<file path="config.mk">
export PLATFORM = sky130hd
export DESIGN_NAME = rbae_row
export DESIGN_NICKNAME = d
export VERILOG_FILES = /design/src/rbae_pkg.sv /design/src/rbae_row.sv
export SDC_FILE = /design/constraint.sdc
export NUM_CORES = 2
export LEC_CHECK = 0
export BUFFER_PORTS_ARGS = -buffer_cell sky130_fd_sc_hd__buf_2
export CORE_MARGIN = 5
export CORE_UTILIZATION = 45
export DETAILED_ROUTE_END_ITERATION = 8
export MAX_ROUTING_LAYER = met4
export SETUP_SLACK_MARGIN = 0.1
export SYNTH_ARGS = -nofsm -noshare
export SYNTH_HDL_FRONTEND = slang
export SYNTH_SLANG_ARGS = --single-unit
</file>
<file path="constraint.sdc">
create_clock -name clk -period 8.05 [get_ports clk]
set_input_delay 2.0125 -clock clk [delete_from_list [all_inputs] [get_ports clk]]
set_output_delay 2.0125 -clock clk [all_outputs]
set_load 0.05 [all_outputs]
</file>
<file path="src/rbae_pkg.sv">
// ============================================================================
// rbae_pkg
// Shared constants, enable groups and width helpers for the AABB extents block.
// ============================================================================
package rbae_pkg;

    localparam int QUAT_FRAC_BITS_DEF = 14;
    localparam int SIZE_WIDTH_DEF     = 16;

    localparam int QUAT_WIDTH      = 16;
    localparam int CFG_WIDTH       = 16;
    localparam int CFG_INDEX_WIDTH = 2;
    localparam int EXT_WIDTH       = 18;
    localparam int NUM_STAGES      = 5;

    localparam logic [EXT_WIDTH-1:0] EXT_MAX = '1;

    typedef enum logic [CFG_INDEX_WIDTH-1:0] {
        REG_HALF_X = 2'd0,
        REG_HALF_Y = 2'd1,
        REG_HALF_Z = 2'd2
    } cfg_reg_t;

    // load enables of the matrix stages
    typedef struct packed {
        logic s1;
        logic s2;
        logic s3;
    } mat_en_t;

    // load enables of the row stages
    typedef struct packed {
        logic s4;
        logic s5;
    } row_en_t;

    // signed width of a matrix entry
    function automatic int ent_width(input int f);
        return ((2 * f > 32) ? 2 * f : 32) + 2;
    endfunction

    // width of a rounded entry magnitude
    function automatic int mag_width(input int f);
        return ent_width(f) - 1 - f;
    endfunction

    // stored half size width: config is 16 bits, only SIZE_WIDTH low bits kept
    function automatic int half_width(input int sw);
        return (sw < CFG_WIDTH) ? sw : CFG_WIDTH;
    endfunction

endpackage

</file>
<file path="src/rbae_row.sv">
// ============================================================================
// rbae_row
// One extent: weighted magnitude sum, rounding and saturation, two stages.
// ============================================================================
module rbae_row #(
    parameter int QUAT_FRAC_BITS = rbae_pkg::QUAT_FRAC_BITS_DEF,
    parameter int SIZE_WIDTH     = rbae_pkg::SIZE_WIDTH_DEF
) (
    input  logic                                          clk,
    input  rbae_pkg::row_en_t                             en,
    input  logic [rbae_pkg::half_width(SIZE_WIDTH)-1:0]    half [3],
    input  logic [rbae_pkg::mag_width(QUAT_FRAC_BITS)-1:0] mag [3],
    output logic [rbae_pkg::EXT_WIDTH-1:0]                 ext
);

    localparam int HW  = rbae_pkg::half_width(SIZE_WIDTH);
    localparam int MW  = rbae_pkg::mag_width(QUAT_FRAC_BITS);
    localparam int EW  = rbae_pkg::EXT_WIDTH;
    localparam int PW  = HW + MW;
    // sum wide enough for the carries and for the saturation test
    localparam int SW  = (PW + 2 > QUAT_FRAC_BITS + EW + 1) ? PW + 2
                                                            : QUAT_FRAC_BITS + EW + 1;
    localparam int RDW = SW - QUAT_FRAC_BITS;

    localparam logic [SW-1:0] HALF_S = SW'(1) << (QUAT_FRAC_BITS - 1);

    logic [PW-1:0] prod_reg [3];
    logic [EW-1:0] ext_reg;
    logic [EW-1:0] ext_next;
    logic [SW-1:0] sum;
    logic [RDW-1:0] rnd;

    always_ff @(posedge clk)
    begin
        if (en.s4)
        begin
            for (int i = 0; i < 3; i++)
                prod_reg[i] <= PW'(half[i]) * PW'(mag[i]);
        end
    end

    always_comb
    begin
        sum      = SW'(prod_reg[0]) + SW'(prod_reg[1]) + SW'(prod_reg[2]) + HALF_S;
        rnd      = sum[SW-1:QUAT_FRAC_BITS];
        ext_next = (|rnd[RDW-1:EW]) ? rbae_pkg::EXT_MAX : rnd[EW-1:0];
    end

    always_ff @(posedge clk)
    begin
        if (en.s5)
            ext_reg <= ext_next;
    end

    assign ext = ext_reg;

endmodule

</file>
==> impl_metrics.tcl <==
set metrics [dict create \
    chipWidth_um 290 \
    max_stage_delay_ns 0.55 \
    maxSlewViolCount 0 \
    track_usage_pct 20.5 \
    synth.most_common_cell "inv_1" \
    syn-cell-area_sq_um 35300 \
    viasPerCell 4.95 \
    cts_buffers 17 \
    antenna_left 0 \
    final_nets 5217 \
    synth_nets 4920 \
    largest_reg_flops 105 \
    slew_headroom_pct 26.6 \
    synth_seq_area_share_pct 10.5 \
    synth_compound_area_share_pct 5.67 \
    synth_fa_ha_area_share_pct 55.9 \
    dr_total_vias 24900 \
    r2r_start "prod_reg[0][4]" \
    start_util_pct 45.5 \
    place_congestion 0.886 \
    syn2layout_area_growth_pct 12.6 \
    cap_violations 0 \
    min_to "ext[17]" \
    hold_depth 5 \
    crit_required_ns 8.22 \
    dieArea_sq_um 84100 \
    remaining_drc_errors 0 \
    tns_ns 0 \
    design_area_sq_um 39700 \
    hp-start "prod_reg[0][100]" \
    avgSynthCellArea_sq_um 9.58 \
    clkTransAtPathRegs_ns 0.06 \
    cp_cell_sequence "buf_2 > and2_1 > fa_1 > inv_1 > fa_1 > inv_1 > fa_1 > fa_1 > fa_1 > inv_1 > fa_1 > inv_1 > ha_4 > a21oi_2 > o21ai_1 > a221oi_2 > inv_1 > o31a_1 > o31a_1 > a221o_1 > a211o_1 > a21oi_2 > xnor2_1" \
    rows 102 \
    reg2reg_slack_ns 3.12 \
    critPathLaunchType "input pin" \
    n_antenna_cell 0 \
    clock_latency_ns 0.42 \
    htreeDepth 4 \
    holdCritPathClass "flop to flop" \
    grt_pass1_vias 26400 \
    dr.pass1.iters 5 \
    dieHeight_um 290 \
    grt_max_degree 80 \
    synth_commonest_cells "789 x inv_1, 742 x fa_1, 551 x nand2_1" \
    crit_family "adder cells" \
    ys_top_cells_by_area "fa_1 42%, ha_1 14%, edfxtp_1 10%" \
    fmax_mhz 129 \
    synth_edf_count 123 \
    worstPathArrival_ns 7.95 \
    cpMaxStageDelayCell "fa_1" \
    finClkSkew_ns 0.00874 \
    synthMuxAreaShare_pct 0.0567 \
    overflow 0 \
    crit_path_frequent_cell "fa_1" \
    reg2reg_depth 13 \
    cts-root-buf "clkbuf_16" \
    cp-end-kind "flop" \
    finalCritPeriodShare_pct 96.6 \
    critPathKind "input pin to flop" \
    drtIter0Drc 1161 \
    ys.flop_type "edfxtp_1" \
    rsz0062_at_grt "true" \
    clock_sinks 123 \
    hold_viol 0 \
    synth_area_leader_cell "fa_1" \
    setup_viol 0 \
    wl_per_cell_um 16.2 \
    grt_pass1_wl_mm 138 \
    status "complete, no violations" \
    synth_cell_types 65 \
    tightest_slew_ns 1.09 \
    drive_gt1_share_pct 12.5 \
    synthSimpleGateAreaFrac_pct 15.3 \
    crit_buf_inv 6 \
    synthArstFlopShare_pct 0 \
    io_pins 126 \
    dpl.hpwl_mm 71.9 \
    synthCells 3682 \
    timing.rr.end "ext[9]" \
    core_sq_um 77600 \
    numPortBuffers 125 \
    antenna_found_initial 2 \
    synth.top_cell.area_share_pct 42.1 \
    placed_area_sq_um 39000 \
    totalWireLength_mm 81.7 \
    synth_top_family_by_area "adder cells" \
    cts_tree "built" \
    period_needed_ns 7.78 \
    worstPathMaxFanout 8 \
    hold_buffers 0 \
    yosysWarnings 0 \
    clockBufferDepth 2 \
    synth-seq-cells 123 \
    synth-xor-area-share_pct 2.76 \
]
routing by layer:
metal | share of wire [%] | wire (um) | track usage (%)
met1 | 47 | 38200 | 29.3
met2 | 48 | 39500 | 33.1
met3 | 3.7 | 3050 | 1.83
met4 | 1.2 | 977 | 2.84
met5 | 0 | 0 | -
cell usage in the layout (no fill, tap or decap), types with 9 or more instances in the layout:
cell	instances
nand2b_1	11
nand3_1	20
nand2_1	551
and3_1	9
inv_1	788
a21o_1	45
and2_1	415
nor2_1	40
clkbuf_16	17
fa_1	734
buf_2	121
edfxtp_1	123
o21bai_1	18
xnor2_1	79
xor2_1	32
buf_4	284
o21ai_0	43
o21a_1	11
nor3_1	18
ha_1	381
a21oi_1	87
a211oi_1	16
kinds of logic after synthesis:
logic type / after synthesis
adder cells (fa/ha/maj): 1130
AND/OR/NAND/NOR: 1099
buffers and inverters: 926
AO/OA/AOI/OAI: 291
flip-flops: 123
XOR/XNOR: 111
multiplexers: 2
repair_timing:
item | 4_1_cts | 5_1_grt
buffers inserted | 0 | 2
resized for setup | 0 | 20
setup endpoints to repair | 0 | 7
metrics by stage:
step           cells  util [%]  setup WS [ns]  hold slack (ns)
3_3_place_gp    4998      50.3         -0.115             1.07
5_1_grt         5032      51.2         0.0744             1.17
3_5_place_dp    4998      50.3         -0.234             1.11
4_1_cts         5030      51.1          0.212             1.12
2_1_floorplan   3682         -          0.119            0.977
6_report        5032      51.2          0.270             1.13
worst register-to-register path, cell delays in order, from the launching register on:
cell	delay, ns
edfxtp_1	0.41
fa_1	0.56
ha_1	0.23
ha_1	0.29
a2111oi_0	0.33
o21ai_0	0.18
a31oi_1	0.23
o21a_2	0.21
o21ai_2	0.10
a21o_1	0.27
a21oi_4	0.19
a21oi_2	0.12
nor4_4	0.87
o311ai_0	0.54
worst max path at each step:
stage          depth (start not counted)                to      from  slack [ns]
2_1_floorplan                         23  prod_reg[0][104]  half[10]        0.12
3_3_place_gp                          24  prod_reg[0][104]   half[4]       -0.12
3_5_place_dp                          24  prod_reg[0][103]   half[4]       -0.23
4_1_cts                               24  prod_reg[0][103]   half[4]        0.21
5_1_grt                               23  prod_reg[0][104]  half[10]        0.07
6_report                              23  prod_reg[0][104]  half[10]        0.27
cell type report:
cell class / count / area [sq um]
fillers: 7324 / 37900
flip-flops and latches: 123 / 3690
multi-input cells: 2633 / 28200
clock inverters: 13 / 190
inverters: 789 / 2960
well taps: 1040 / 1300
repair buffers: 415 / 2900
clock buffers: 19 / 433
Power is left out: the tool's default activity adds up to more than one toggle a clock period on the data nets, which glitch-free logic cannot reach.
